## src/chb_pkg.sv

```systemverilog
// Shared types and codes for the chained hash bucket FIFO.
// Used by every module of the block; depends on nothing.
package chb_pkg;

	// Field widths fixed by the interface.
	localparam int KEY_W  = 27;
	localparam int FILL_W = 4;

	// Action codes carried in a request beat.
	localparam logic [1:0] ACT_INSERT = 2'd0;
	localparam logic [1:0] ACT_REMOVE = 2'd1;
	localparam logic [1:0] ACT_LOOKUP = 2'd2;

	// Status codes carried in a response beat.
	localparam logic [1:0] ST_DONE  = 2'd0;
	localparam logic [1:0] ST_FULL  = 2'd1;
	localparam logic [1:0] ST_EMPTY = 2'd2;

	typedef struct packed {
		logic [1:0]       action;
		logic [KEY_W-1:0] key;
	} req_t;

	typedef struct packed {
		logic              found;
		logic [1:0]        status;
		logic [KEY_W-1:0]  removed_key;
		logic [FILL_W-1:0] bucket_fill;
	} rsp_t;

endpackage

```

## src/chb_front.sv

```systemverilog
// Front end: accepts request beats, masks the key and finds its bucket.
// The bucket is key modulo BUCKETS, done by a reciprocal multiply over two stages.
// Depends on chb_pkg.
module chb_front import chb_pkg::*; #(
	parameter int BUCKETS  = 128,
	parameter int KEY_BITS = 27
) (
	input  logic                                  clk,
	input  logic                                  arst_n,
	input  logic                                  enable,
	input  logic                                  req_valid,
	output logic                                  req_ready,
	input  req_t                                  req,
	output logic                                  op_valid,
	input  logic                                  op_ready,
	output logic [2+(KEY_BITS < KEY_W ? KEY_BITS : KEY_W)+$clog2(BUCKETS)-1:0] op_data
);

	localparam int KW = (KEY_BITS < KEY_W) ? KEY_BITS : KEY_W;
	localparam int LB = $clog2(BUCKETS);
	localparam int SH = KW + LB;
	localparam int PW = 2 * KW + 1;
	localparam int QW = KW + LB;
	localparam int DW = (KW > LB) ? KW : LB;
	localparam logic [63:0] MAGIC64 =
		((64'd1 << SH) + 64'(BUCKETS) - 64'd1) / 64'(BUCKETS);
	localparam logic [KW:0] MAGIC = MAGIC64[KW:0];

	logic          v_s1, v_s2;
	logic [1:0]    act_s1, act_s2;
	logic [KW-1:0] key_s1, key_s2, quo_s2;
	logic [PW-1:0] prod;
	logic [QW-1:0] qb;
	logic [DW-1:0] diff;
	logic          adv_s1, adv_s2, free_s1, free_s2;

	// Handshake between the two stages and the queue.
	assign adv_s2    = v_s2 && op_ready;
	assign free_s2   = !v_s2 || adv_s2;
	assign adv_s1    = v_s1 && free_s2;
	assign free_s1   = !v_s1 || adv_s1;
	assign req_ready = free_s1 && enable;

	// Stage one: quotient estimate by multiplying with the scaled reciprocal.
	assign prod = PW'(key_s1) * PW'(MAGIC);

	// Stage two: remainder from the quotient.
	assign qb      = QW'(quo_s2) * QW'(BUCKETS);
	assign diff    = DW'(key_s2) - qb[DW-1:0];
	assign op_valid = v_s2;
	assign op_data  = {act_s2, key_s2, diff[LB-1:0]};

	// Stage valid bits.
	always_ff @(posedge clk or negedge arst_n) begin
		if (!arst_n) begin
			v_s1 <= 1'b0;
			v_s2 <= 1'b0;
		end else begin
			if (req_valid && req_ready) begin
				v_s1 <= 1'b1;
			end else if (adv_s1) begin
				v_s1 <= 1'b0;
			end
			if (adv_s1) begin
				v_s2 <= 1'b1;
			end else if (adv_s2) begin
				v_s2 <= 1'b0;
			end
		end
	end

	// Stage payloads.
	always_ff @(posedge clk) begin
		if (req_valid && req_ready) begin
			act_s1 <= req.action;
			key_s1 <= req.key[KW-1:0];
		end
		if (adv_s1) begin
			act_s2 <= act_s1;
			key_s2 <= key_s1;
			quo_s2 <= KW'(prod >> SH);
		end
	end

endmodule

```

## config.mk

```make
export PLATFORM = sky130hd
export DESIGN_NAME = chb_front
export DESIGN_NICKNAME = d
export VERILOG_FILES = /design/src/chb_pkg.sv /design/src/chb_front.sv
export SDC_FILE = /design/constraint.sdc
export NUM_CORES = 1
export LEC_CHECK = 0
export BUFFER_PORTS_ARGS = -buffer_cell sky130_fd_sc_hd__buf_4
export CAP_MARGIN = 15
export CORE_MARGIN = 10
export CORE_UTILIZATION = 30
export CTS_BUF_LIST = sky130_fd_sc_hd__clkbuf_8
export CTS_CLUSTER_SIZE = 40
export DETAILED_ROUTE_END_ITERATION = 12
export PLACE_DENSITY = 0.54
export SLEW_MARGIN = 5
export SYNTH_ARGS = -nofsm -noshare
export SYNTH_HDL_FRONTEND = slang
export SYNTH_SLANG_ARGS = --single-unit
```

## constraint.sdc

```tcl
create_clock -name clk -period 6 [get_ports clk]
set_clock_uncertainty 0.1 [all_clocks]
set_input_delay 0.6 -clock clk [delete_from_list [all_inputs] [get_ports clk]]
set_output_delay 0.6 -clock clk [all_outputs]
set_load 0.05 [all_outputs]
```

After elaboration in Yosys (flattened, before gate mapping)
Cells that the tools add are included.
{"block": "op_classes", "add_sub_neg": 1, "mux": 4, "reduce_logical": 10}
{"op": "7-bit by 1-bit subtractor with 7-bit output (second input constant)", "n": 1}
{"op": "1-bit logical AND", "n": 4}
{"op": "1-bit 2-to-1 mux", "n": 4}
{"op": "2-bit nonzero test", "n": 2}
{"op": "1-bit logical NOT", "n": 2}
{"op": "1-bit logical OR", "n": 2}
{"block": "word_totals", "reg_bits": 60, "elab_cells": 21}

Logic depth before layout (Yosys ltp)
{"block": "depth", "word_depth": 7, "ltp_mapped": 2, "depth_no_buf": 2}

Least setup slack after synthesis
OpenSTA, ideal clock, no wires.
{"block": "synth_timing", "path_kind": "flip-flop to flip-flop", "from": "reg v_s2, in the netlist op_valid", "to": "reg act_s1[0], enable pin", "arrival_ns": 2.098, "required_time_ns": 5.482, "setup_slack_ns": 3.384, "stages_incl_launch_ff": 3, "n_path_buf": 0, "period_less_slack_ns": 2.616, "cell_sequence": "dfrtp_1 > nand3b_1 > nor2b_1"}
{"block": "synth_between", "elab_chain_cells": 6, "word_cells_on_any_way": 7}
{"item": "start: declaration", "line_no": "chb_front.sv:29", "rtl": "logic v_s1, v_s2;"}
{"item": "start signal: assignment", "line_no": "chb_front.sv:57", "rtl": "v_s2 <= 1'b0;"}
{"item": "start signal: assignment", "line_no": "chb_front.sv:65", "rtl": "v_s2 <= 1'b1;"}
{"item": "start signal: assignment", "line_no": "chb_front.sv:67", "rtl": "v_s2 <= 1'b0;"}
{"item": "1-bit logical NOT or 1-bit logical AND (tied branches)", "line_no": "chb_front.sv:39, chb_front.sv:38"}
{"item": "1-bit logical OR (*)", "line_no": "chb_front.sv:39", "rtl": "assign free_s2 = !v_s2 || adv_s2;"}
{"item": "1-bit logical AND (*)", "line_no": "chb_front.sv:40", "rtl": "assign adv_s1 = v_s1 && free_s2;"}
{"item": "1-bit logical OR (*)", "line_no": "chb_front.sv:41", "rtl": "assign free_s1 = !v_s1 || adv_s1;"}
{"item": "1-bit logical AND (*)", "line_no": "chb_front.sv:42", "rtl": "assign req_ready = free_s1 && enable;"}
{"item": "1-bit logical AND (*)", "line_no": "chb_front.sv:74", "rtl": "if (req_valid && req_ready) begin"}
{"item": "end signal: assignment", "line_no": "chb_front.sv:75", "rtl": "act_s1 <= req.action;"}
{"item": "end: declaration", "line_no": "chb_front.sv:30", "rtl": "logic [1:0] act_s1, act_s2;"}
Every way passes the cells marked *; elsewhere a longest branch is shown, timed or not.
A chain may end at the register's enable or synchronous reset.

Worst setup path after layout
{"block": "layout_timing", "from": "in op_ready", "to": "out req_ready"}
{"block": "layout_between", "elab_chain_cells": 5}
{"item": "start: declaration", "line_no": "chb_front.sv:15", "rtl": "input logic op_ready,"}
{"item": "1-bit logical AND", "line_no": "chb_front.sv:38", "rtl": "assign adv_s2 = v_s2 && op_ready;"}
{"item": "1-bit logical OR", "line_no": "chb_front.sv:39"}
{"item": "1-bit logical AND", "line_no": "chb_front.sv:40"}
{"item": "1-bit logical OR", "line_no": "chb_front.sv:41"}
{"item": "1-bit logical AND", "line_no": "chb_front.sv:42"}
{"item": "end: declaration", "line_no": "chb_front.sv:12", "rtl": "output logic req_ready,"}
Every way passes these cells.

==> metrics.txt <==
die area 9880 um2; post-synthesis sequential area ratio 94.8%; hpwl dp 2820 um; Top Ports 72; measured slew at the worst slew-check pin 414 ps; post-synthesis cell area 1890 um2; layout net count 187; Final Wtd Congestion 0.621; total routed wirelength 3690 um; biggest area consumer among synthesized cells edfxtp_1; largest net degree at the start of global routing 23; Diodes inserted 0; yosys warns 0; final instance area 2680 um2; clock sink count 60; # setup viols final 0; DP Area 2480 um2; CP Max Fanout 3; # hold bufs at CTS 1; RSZ-0062 raised after global routing no; Setup CP Type input port to output pin; Cell Pwr Density 346 nW/um2; vias in the first global route 1039; leak pwr 0.00104 uW; CP endpoint kind output pin; Setup TNS Final 0 ps; Final Critical Period 1950 ps; Crit path largest cell delay 180 ps; Startpoint Class input port; vias per inst 4.01; htree depth 3; Hold Vio Cnt, Final 0; DR vias 935; Yosys reg bits 60; top-count cell post-synth edfxtp_1; fmax 514 MHz; CP max stage cell and2_1; CP most frequent cell buf_4; clk slew on worst S/H paths 70 ps; Synth area leaders edfxtp_1 92%, buf_4 2.8%, dfrtp_1 2.6%, and2_1 0.66%, nand2b_1 0.66%; all-layer global routing usage 7.85%; global-route wire length before repair 5780 um; width of the chip 99.4 um; cells along the critical path buf_4 > nand3b_1 > and2_1 > buf_4; core area 6030 um2; Syn Inst Count 75; post-synthesis cell type count 8; CP required 5300 ps; fraction of layout cells with a size suffix above 1 55.1%; post-cts gate resize count 0; EDFF count, synth 58; CTS tree yes; Synth Flop Type edfxtp_1; Synth async-reset ratio 3.33%; Root Driver clkbuf_8; Synth Area per Inst 25.2 um2; Longest Clk Path Bufs 2; WL per Instance 15.8 um; syn_nets 109; worst skew pair latency 320 ps; Tcrit/Tclk final 32.4%; Max Slew Vio Count 0; number of port buffers 71; synthesis-to-finish area growth 41.5%; Die H 99.4 um; DRT Pass-1 Iters 4; max-capacitance violation count 0; Synth top area share 92.1%; Critical Path AT 1250 ps; row count 28; initial antenna violation count 0; status completed; Residual DRC 0; Antenna Violating Nets Remaining 0; Hold Crit Class flop to flop; Initial Util 31.4%; Post-CTS Setup Repair Bufs 0; relative max-transition margin 72.2%; CTS buffer count 9; synth cell count leaders 58 x edfxtp_1, 7 x buf_4; 1st-iter DRT viols 88; Worst VDD drop 0.254 mV; Remaining Overflow, GRT 0
worst max-delay path, delay by kind of cell:
kind	cells	cell delay [ps]
and+or+nand+nor	2	350
buffers and inverters	2	290
cells in the final DEF, fill, tap and decap left out:
master          n
buf_4          73
edfxtp_1       58
clkbuf_8        9
and2_1          2
nand2_1         2
nand2b_1        2
clkinv_2        2
clkinv_1        2
dfrtp_1         2
nand3b_1        1
nor2b_2         1
clkinvlp_4      1
bufinv_16       1
inv_1           1
dlygate4sd3_1   1
routing by layer:
| layer | wire length, um | track usage (%) | vias to the layer above |
|---|---|---|---|
| li1 | - | - | 440 |
| met1 | 1540 | 9.04 | 435 |
| met2 | 1590 | 10.2 | 56 |
| met3 | 536 | 6.57 | 4 |
| met4 | 31 | 3.31 | 0 |
| met5 | 0 | 0 | - |
worst paths after layout:
kind / start / to / slack [ps] / depth (start not counted)
max reg2reg: op_valid$_DFFE_PN0P_ / key_s1[20]$_DFFE_PP_ / 4290 / 3
min in group asynchronous: arst_n / v_s1$_DFFE_PN0P_ / 490 / 2
max: op_ready / req_ready / 4050 / 4
min: key_s1[26]$_DFFE_PP_ / key_s2[26]$_DFFE_PP_ / 310 / 0
max in group asynchronous: arst_n / op_valid$_DFFE_PN0P_ / 5230 / 2
min reg2reg: key_s1[26]$_DFFE_PP_ / key_s2[26]$_DFFE_PP_ / 310 / 0
area by class of cell:
| type | instances | area, um2 |
|---|---|---|
| flip-flops and latches | 60 | 1790 |
| clock buffers | 9 | 124 |
| well taps | 75 | 93.8 |
| fillers | 529 | 3350 |
| multi-input cells | 8 | 48.8 |
| clock inverters | 7 | 58.8 |
| repair buffers | 74 | 558 |
report_power, final:
part / switching, uW / total [uW] / internal, uW
Sequential: 7.18 / 493 / 486
Clock: 142 / 328 / 186
Combinational: 71.6 / 106 / 34.1
metrics by stage:
stage	cells	total power (uW)	worst slack [ps]	util [%]	hold WS, ps
CTS	233	939	4060	44.4	317
finish	233	926	4050	44.4	312
global placement	216	607	4040	41.2	282
detailed placement	216	609	3980	41.2	283
floorplan	75	565	3380	-	204
global route	233	969	4000	44.4	315
cells by family (layout without fill, tap and decap cells):
logic type	after synthesis	after routing	share of synthesized area, %
AND/OR/NAND/NOR	8	8	2.45
buffers and inverters	7	90	2.78
flip-flops	60	60	94.8
flip-flops by register name, summed over array words and instances (netlist names):
register	flops
op_valid	1
v_s1	1
act_s2	2
key_s2	27
key_s1	27
act_s1	2
Power figures use the tool's default switching activity.
