File: config.mk
export PLATFORM = sky130hd
export DESIGN_NAME = chb_queue
export DESIGN_NICKNAME = d
export VERILOG_FILES = /design/src/chb_pkg.sv /design/src/chb_queue.sv
export SDC_FILE = /design/constraint.sdc
export NUM_CORES = 1
export LEC_CHECK = 0
export BUFFER_PORTS_ARGS = -buffer_cell sky130_fd_sc_hd__clkbuf_2
export CAP_MARGIN = 10
export CORE_MARGIN = 5
export CORE_UTILIZATION = 52
export DETAILED_ROUTE_END_ITERATION = 8
export HOLD_SLACK_MARGIN = 0.12
export PLACE_DENSITY = 0.82
export SYNTH_ARGS = -nofsm -noshare
export SYNTH_HDL_FRONTEND = slang
export SYNTH_SLANG_ARGS = --single-unit
File: constraint.sdc
create_clock -name clk -period 3.3 [get_ports clk]
set_clock_uncertainty 0.05 [all_clocks]
set_input_delay 0.165 -clock clk [delete_from_list [all_inputs] [get_ports clk]]
set_output_delay 0.165 -clock clk [all_outputs]
set_load 0.05 [all_outputs]
File: src/chb_pkg.sv
// Shared types and codes for the chained hash bucket FIFO.
// Used by every module of the block; depends on nothing.
package chb_pkg;

	// Field widths fixed by the interface.
	localparam int KEY_W  = 27;
	localparam int FILL_W = 4;

	// Action codes carried in a request beat.
	localparam logic [1:0] ACT_INSERT = 2'd0;
	localparam logic [1:0] ACT_REMOVE = 2'd1;
	localparam logic [1:0] ACT_LOOKUP = 2'd2;

	// Status codes carried in a response beat.
	localparam logic [1:0] ST_DONE  = 2'd0;
	localparam logic [1:0] ST_FULL  = 2'd1;
	localparam logic [1:0] ST_EMPTY = 2'd2;

	typedef struct packed {
		logic [1:0]       action;
		logic [KEY_W-1:0] key;
	} req_t;

	typedef struct packed {
		logic              found;
		logic [1:0]        status;
		logic [KEY_W-1:0]  removed_key;
		logic [FILL_W-1:0] bucket_fill;
	} rsp_t;

endpackage

File: src/chb_queue.sv
// Two-entry queue between the front end and the table engine.
// Self-contained; depends on chb_pkg only by house convention.
module chb_queue import chb_pkg::*; #(
	parameter int WIDTH = 8
) (
	input  logic             clk,
	input  logic             arst_n,
	input  logic             push_valid,
	output logic             push_ready,
	input  logic [WIDTH-1:0] push_data,
	output logic             pop_valid,
	input  logic             pop_ready,
	output logic [WIDTH-1:0] pop_data
);

	logic [WIDTH-1:0] ent_q [2];
	logic             wr_q, rd_q;
	logic [1:0]       cnt_q;
	logic             do_push, do_pop;

	assign push_ready = (cnt_q != 2'd2);
	assign pop_valid  = (cnt_q != 2'd0);
	assign pop_data   = ent_q[rd_q];
	assign do_push    = push_valid && push_ready;
	assign do_pop     = pop_valid && pop_ready;

	// Pointers and occupancy.
	always_ff @(posedge clk or negedge arst_n) begin
		if (!arst_n) begin
			wr_q  <= 1'b0;
			rd_q  <= 1'b0;
			cnt_q <= 2'd0;
		end else begin
			if (do_push) begin
				wr_q <= !wr_q;
			end
			if (do_pop) begin
				rd_q <= !rd_q;
			end
			if (do_push && !do_pop) begin
				cnt_q <= cnt_q + 2'd1;
			end else if (do_pop && !do_push) begin
				cnt_q <= cnt_q - 2'd1;
			end
		end
	end

	// Entry storage.
	always_ff @(posedge clk) begin
		if (do_push) begin
			ent_q[wr_q] <= push_data;
		end
	end

endmodule

Word-level counts from Yosys, hierarchy flattened
Memories as Yosys holds them, arrays and structs flattened.
Index checks and enable logic that the tools add are counted.
- bits in registers: 4
- bits in writable memories: 16
- output and inout port bits: 10
- logic and storage cells: 21
- memories: 1
- memories (memory ; words ; width ; read ports ; clocked after memory_dff ; write ports ; line ; source):
    ent_q ; 2 ; 8 ; 1 ; 0 ; 1 ; chb_queue.sv:16 ; logic [WIDTH-1:0] ent_q [2];
- add/sub/neg operators: 2
- equality and inequality tests: 1
- multiplexer cells: 4
- reductions and logical operators: 10
- operators by type and width (kind ; count):
    1-bit logical AND ; 4
    1-bit logical NOT ; 4
    2-bit 2-to-1 mux ; 2
    2-bit nonzero test ; 2
    2-bit by 1-bit adder with 2-bit output (second input constant) ; 1
    1-bit 2-to-1 mux ; 2
    2-bit != test (second input constant) ; 1
    2-bit by 1-bit subtractor with 2-bit output (second input constant) ; 1

Logic depth before layout (Yosys ltp)
Gate-level depths: netlist (run 1).
- depth in word-level cells: 6
- depth in mapped cells: 7

Least setup slack after synthesis (run 1)
Ideal clock, no wire load.
- path kind: register to register
- start point: reg cnt_q[0]
- end point: mem ent_q[0][0] (enable)
- arrival time: 1.131 ns
- setup slack: 1.749 ns
- cell stages (with the launch flop): 4
- path buffers: 0
- cells stage by stage: dfrtp_1 > nand2b_4 > nand2_1 > nor2_1
- longest elaborated chain between the ends: 4
- RTL lines (item ; line ; source):
    from (decl) ; chb_queue.sv:18 ; logic [1:0] cnt_q;
    from (signal assigned) ; chb_queue.sv:41 ; cnt_q <= cnt_q + 2'd1;
    from (signal assigned) ; chb_queue.sv:43 ; cnt_q <= cnt_q - 2'd1;
    2-bit != test ; chb_queue.sv:21 ; assign push_ready = (cnt_q != 2'd2);
    net push_ready ; chb_queue.sv:9 ; output logic push_ready,
    1-bit logical AND ; chb_queue.sv:24 ; assign do_push = push_valid && push_ready;
    1-bit 2-to-1 mux ; chb_queue.sv:50 ; if (do_push) begin
    1-bit 2-to-1 mux (not written as such) ; chb_queue.sv:51 ; ent_q[wr_q] <= push_data;
    to (decl) ; chb_queue.sv:16 ;
The timed path passes the listed nets, and every way through them passes these cells.

Final worst setup path (run 1)
- start point: reg rd_q
- end point: out pop_data[4]
- longest elaborated chain between the ends: 1
- RTL lines (item ; line ; source):
    from (decl) ; chb_queue.sv:17 ; logic wr_q, rd_q;
    from (signal assigned) ; chb_queue.sv:38 ; rd_q <= !rd_q;
    memory read 2 x 8 bit ; -- ;
    to (decl) ; chb_queue.sv:13 ; output logic [WIDTH-1:0] pop_data
No other way between the ends.

==> metrics.md, run 1 <==
| Metric | Value |
|---|---|
| Status | finished clean |
| Final non-filler cell area | approximately 0.0010 mm2 |
| Crit path cell chain | mux2_2 -> clkbuf_2 |
| WL per Instance | 13.03 um |
| Worst Setup SP | rd_q |
| Crit-path max FO | 9 |
| Area grow syn2layout | 31.32% |
| Clock sinks | 20 |
| Via Count | 447 |
| CP peak stage delay | 0.59 ns |
| Vias in the first global route | ~470 |
| Nets@finish | 91 |
| Initial antenna violation count | 0 |
| Lkg Pwr | 0.4310 nW |
| Post-synthesis cell count | between 40 and 50 |
| MaxCap Viol Count | 0 |
| Critical path class | reg -> out |
| Crit Reg-Reg Startpoint | cnt_q[0] |
| Die ar. | 0.002392 mm2 |
| Overall routing resource usage | 10.62% |
| Maximum clock frequency | 0.5876 GHz |
| Clk_lat worst skew | 0.27 ns |
| Placed Area | 907.1 um2 |
| Max Slew Vio Count | 0 |
| CTS tree | built |
| Worst VDD drop | 0.5685 mV |
| CP max-delay cell | dfrtp_1 |
| Yosys cell types | 14 |
| Pwr Density | 944.4 mW/mm2 |
| Syn avg cell area | 18.30 um2 |
| Cell taking the most area after synthesis | edfxtp_1 |
| Syn_nets | 56 |
| Buffers on Ports | 21 |
| Slew margin rel. | 56.14% |
| Vias/cell | 4.806 |
| CP Data Required Time | around 3.1 ns |
| Reg clk slew, reported paths | ~0.09 ns |
| Seq cells post-synth | 20 |
| Share of cells above drive strength 1 | 45.45% |
| Setup WS pre-CTS | 1.696 ns |
| Placeable core area | about 0.0015 mm2 |
| Worst hold path class | in -> reg |
| CP Data Arrival Time | 1.49 ns |
| Minimum clock period | 1.702 ns |
| Placed instance count | 79 |
| Post-CTS setup buffer count | 0 |
| Initial Utilization | 53.49% |
| Worst Max-Slew Pin Slew | 0.6555 ns |
| Die width | 48.91 um |
| RSZ-0062 raised after global routing | no |
| Worst path bufs/invs | 1 |
| Largest net degree at the start of global routing | 12 |
| Top delay family on crit path | flip-flops |
| Final core occ | between 70% and 80% |
| Routed WL | 1212 um |
| H-tree Lvls | 1 |
| I/O pin cnt | 22 |
| CP Launch Type | register |
| Grt total ovfl | 0 |
| Sequential cell area fraction in the yosys report | between 70% and 80% |
| Post-synth top area share | 61.05% |
| Num rows | 14 |
| Gpl congestion | 0.6918 |
| Total power | around 980 uW |
| Synth Warn # | 0 |
| Diode count | 0 |
| First-pass GRT wire length | 2049 um |
| Count of final hold-check violations | 0 |
| Remaining DRCs | 0 |
| Total negative slack | 0 ns |
| Synth top area cells | edfxtp_1 61%, dfrtp_1 13%, mux2_2 11% |
| Die Ht | around 49 um |
| Clock buffer depth | 2 |
| Post-route ant nets | 0 |
| Worst Setup Slack, final | 1.598 ns |
| Hpwl dp | 878.9 um |
| Drt pass-1 iters | 4 |
| Min-delay src | push_valid |
| Fin cells | 93 |
| Worst hold margin | 0.1384 ns |
| Post-Syn Area | 787.0 um2 |
| # setup viols final | 0 |
| Initial DRC Count | 8 |
| Worst R2R Setup Slack | 1.69 ns |
| Crit. End Element | output port |
| Fin crit share | 51.57% |
| Total CTS buffers | 3 |
| CTS Root Cell | clkbuf_4 |
==> registers in the layout, summed over array words and instances, names as in the netlist <==
signal / flops
ent_q: 16
cnt_q: 2
rd_q: 1
wr_q: 1
==> Yosys cell counts <==
library cell,count
inv_1,1
ha_1,1
and3_1,1
dfrtp_1,4
buf_2,1
edfxtp_1,16
xor2_1,2
mux2_2,8
nand2_1,1
nand2_4,1
nor2_1,2
nand2b_4,1
xnor2_1,3
or2_4,1
==> logic make-up after synthesis <==
| family | Yosys count | synth area share [%] |
|---|---|---|
| xor gates and xnor gates | 5 | 5.565 |
| muxes | 8 | 11.45 |
| DFF | 20 | 73.77 |
| and+or+nand+nor | 7 | 6.518 |
| buffers and inverters | 2 | 1.112 |
| adders and majority gates | 1 | 1.590 |
==> per-layer routing <==
| metal | GRT usage, % | vias to the layer above | routed length (um) |
|---|---|---|---|
| met5 | 0 | - | 0 |
| met4 | 2.691 | 0 | 4 |
| met3 | 2.752 | 2 | 66 |
| met2 | 18.04 | 11 | 638 |
| met1 | 13.37 | 211 | 502 |
| li1 | - | 223 | - |
==> path summary, 6_finish.rpt <==
path / to / cells past startpoint
max in group asynchronous: rd_q / 2
worst max-delay path: pop_data[4] / 2
worst max register to register: ent_q[0][4] / 3
worst min register to register: wr_q / 1
worst min-delay path: wr_q / 3
min in group asynchronous: cnt_q[1] / 2
==> power breakdown <==
group          internal, mW  total (mW)  leakage [nW]  switching, mW
Sequential            0.353       0.407         0.195         0.0542
Combinational         0.154       0.460         0.221          0.306
Clock                0.0468       0.109        0.0150         0.0621
Total                 0.554       0.976         0.431          0.422
==> area by class of cell <==
class,count,area (um2)
Clock buffer,4,26.28
Fill cell,109,437.9
Inverter,1,3.754
Timing Repair Buffer,31,205.2
Multi-Input combinational cell,21,197.7
Tap cell,16,20.02
Sequential cell,20,580.6
==> repair_timing <==
action                     CTS  global route
setup endpoints to repair    0             0
hold buffers                10             0
hold endpoints to repair    21             0
resized for setup            0             0
==> worst min-delay path: cells and delay by family <==
family	cells	cell delay, ns
XOR/XNOR	1	0.07
AND/OR/NAND/NOR	1	0.10
buffers and inverters	1	0.09
==> cells in the final DEF (no fill, tap or decap) <==
cell type	instances
clkbuf_2	21
edfxtp_1	16
dlygate4sd3_1	10
mux2_2	8
dfrtp_1	4
xnor2_1	3
clkbuf_4	3
nor2_1	2
xor2_1	2
nand2b_4	1
nand2_1	1
inv_1	1
or2_4	1
nand2_4	1
and3_1	1
ha_1	1
clkbuf_1	1
Power figures use the tool's default switching activity.
==> run 2: changes to the inputs <==
- ABC_AREA: default -> 1
- CORE_UTILIZATION: 52 -> 49
- PLACE_DENSITY: 0.82 -> 0.77
- clock period: 3.3 -> 1.8 ns (I/O delays scaled with it)
==> run 2 against run 1 <==
Area after synthesis grew 5.1%. Clock-buffer cell count unchanged. Utilization up 0.47 points.
==> metrics.md, run 2 <==
| Metric | Value |
|---|---|
| Status | finished clean |
| Post-synth top area share | 58.09% |
| Synth top area cells | edfxtp_1 58%, nand2_1 14%, dfrtp_1 12% |
| Initial Utilization | 53.05% |
| Initial DRC Count | 12 |
| FFs w/ async S/R, synth | about a fifth |
| Placeable core area | around 0.0016 mm2 |
| Post-Syn Area | 827.0 um2 |
| Metal-1 WL | roughly 630 um |
| Post-CTS Resized | 0 |
| Placed Area | 955.9 um2 |
| Crit. End Element | output port |
| Crit path cell chain | inv_2 -> nand2_1 -> nand2_1 -> clkbuf_2 |
| Sequential cell area fraction in the yosys report | 70.20% |
| CP Data Arrival Time | 1.41 ns |
| Count leader, synth | nand2_1 |
| Die ar. | between 0.002 and 0.003 mm2 |
| Worst hold margin | 0.4619 ns |
| Largest register FFs | 16 |
| Most flops, register | ent_q |
| I/O pin cnt | 22 |
| Num rows | 14 |
| Grt total ovfl | 0 |
| Hpwl dp | 1018 um |
| End of the worst register-to-register path | cnt_q[1] |
| Reg clk slew, reported paths | 0.10 ns |
| Layout fillers | 124 |
| Total negative slack | 0 ns |
| Worst Max-Slew Pin Slew | 0.3396 ns |
| Post-route ant nets | 0 |
| Synth Warn # | 0 |
| Most frequent CP cell | nand2_1 |
| H-tree Lvls | 1 |
| Final non-filler cell area | 0.001102 mm2 |
| Pwr Density | about 1800 mW/mm2 |
| Worst r2r path cells | 9 |
| Post-CTS setup buffer count | 0 |
| Initial antenna violation count | 0 |
| Diode count | 0 |
| Clock buffer depth | 2 |
| Minimum clock period | approximately 1.6 ns |
| CTS tree | built |
| Multi-input gate area | between 200 and 250 um2 |
| Via Count | around 580 |
| CP peak stage delay | 0.51 ns |
| Die Ht | 51.09 um |
| First-pass GRT wire length | 2532 um |
| Fin crit share | 86.26% |
| Clock sinks | 20 |
| Synth Flop Type | edfxtp_1 |
| Worst Setup EP | pop_data[0] |
| Critical path class | reg -> out |
| Share of cells above drive strength 1 | 31.48% |
| Remaining DRCs | 0 |
| Post-synthesis cell count | 70 |
| Area grow syn2layout | 33.28% |
| Count of final hold-check violations | 0 |
| Highest metal used | met4 |
| EDFF count, synth | 16 |
| Maximum clock frequency | 0.6441 GHz |
| RSZ-0062 raised after global routing | no |
| Vias in the first global route | 589 |
| Syn_nets | 83 |
| Crit-path max FO | 10 |
| Seq cells post-synth | 20 |
| Routed WL | roughly 1500 um |
| CP max-delay cell | dfrtp_1 |
| Worst Setup Slack, final | between 0.2 and 0.25 ns |
| Most frequent cells in the layout | 30 x nand2_1, 21 x clkbuf_2, 16 x edfxtp_1 |
| Crit Reg-Reg Startpoint | cnt_q[0] |
| Vias/cell | 4.645 |
| Lkg Pwr | 0.5227 nW |
| Yosys cell types | 14 |
| Worst Setup SP | rd_q |
| Overall routing resource usage | around an eighth |
| Met2 Wirelength | 726 um |
| Clk_lat worst skew | 0.29 ns |
| Drt pass-1 iters | 4 |
| # hold bufs at CTS | 12 |
| Worst hold path class | in -> reg |
| Cell taking the most area after synthesis | edfxtp_1 |
| Syn avg cell area | roughly 12 um2 |
| Register Area | 580.6 um2 |
| Met3 WL | ~96 um |
| Total CTS buffers | 3 |
| CP Launch Type | register |
| CP Data Required Time | 1.66 ns |
| Largest net degree at the start of global routing | 12 |
| Die width | 51.09 um |
| Commonest cells post-synth | 30 x nand2_1, 16 x edfxtp_1, 4 x dfrtp_1, 4 x inv_1, 3 x inv_2 |
| # setup viols final | 0 |
| CTS Root Cell | clkbuf_4 |
| Nets@finish | 122 |
| WL per Instance | 11.94 um |
| Buffers on Ports | 21 |
| Max Slew Vio Count | 0 |
| Gpl congestion | slightly below 0.7 |
| Commonest non-fill, non-tap cell in the layout | nand2_1 |
| MaxCap Viol Count | 0 |
| Slew margin rel. | 77.36% |
| Worst R2R Setup Slack | 0.32 ns |
| Setup WS pre-CTS | 0.3612 ns |
| Top flop regs | ent_q: 16 flops, cnt_q: 2 flops |
| Min-delay src | push_data[5] |
| Total power | 1.933 mW |
| Worst VDD drop | 0.9284 mV |
## run 2: cell types whose count changed after synthesis, sizes merged
cell / before / now
mux2: 8 / 0
nand2: 2 / 34
xor2: 2 / 1
nand4: 0 / 1
and3: 1 / 0
xnor2: 3 / 1
nand3: 0 / 2
or2: 1 / 0
inv: 1 / 7
nand2b: 1 / 0
## run 2: cell families (layout without fill, tap and decap cells)
family / Yosys count / in the layout / synth area share [%]
flops: 20 / 20 / 70.20
fa+ha+maj: 1 / 1 / 1.513
simple gates: 39 / 39 / 20.73
buf+inv: 8 / 46 / 4.538
xor+xnor: 2 / 2 / 3.026
## run 2: final cells by class
class,count,area share (%)
Sequential cell,20,52.67
Multi-Input combinational cell,42,18.96
Inverter,7,2.384
Timing Repair Buffer,35,21.79
Clock buffer,4,2.384
Tap cell,16,1.816
## run 2: layer usage
layer,track usage (%),vias up
li1,-,304
met3,3.779,3
met1,16.07,255
met4,5.381,0
met2,21.89,14
met5,0,-
## run 2: worst min-delay path by stage
stage                   to  cells past startpoint
6_report       ent_q[1][5]                      2
5_1_grt        ent_q[1][0]                      2
4_1_cts        ent_q[1][5]                      2
3_5_place_dp      cnt_q[0]                      1
3_3_place_gp      cnt_q[0]                      1
2_1_floorplan     cnt_q[0]                      0
## run 2: metrics by stage
| stage | cells | utilization [%] |
|---|---|---|
| 6_report | 124 | 70.71 |
| 5_1_grt | 124 | 70.71 |
| 2_1_floorplan | 70 | - |
| 4_1_cts | 124 | 70.71 |
| 3_5_place_dp | 108 | 61.32 |
| 3_3_place_gp | 108 | 61.32 |
## run 2: power by group
part / switching, mW / internal, mW
clock network: 0.126 / 0.0864
registers: 0.0854 / 0.644
logic: 0.737 / 0.254
total: 0.949 / 0.984
## run 2: worst max-delay path, delay by kind of cell (launching register included)
| family | cells | cell delay (ns) |
|---|---|---|
| DFF | 1 | 0.51 |
| and+or+nand+nor | 2 | 0.13 |
| buffers and inverters | 2 | 0.47 |
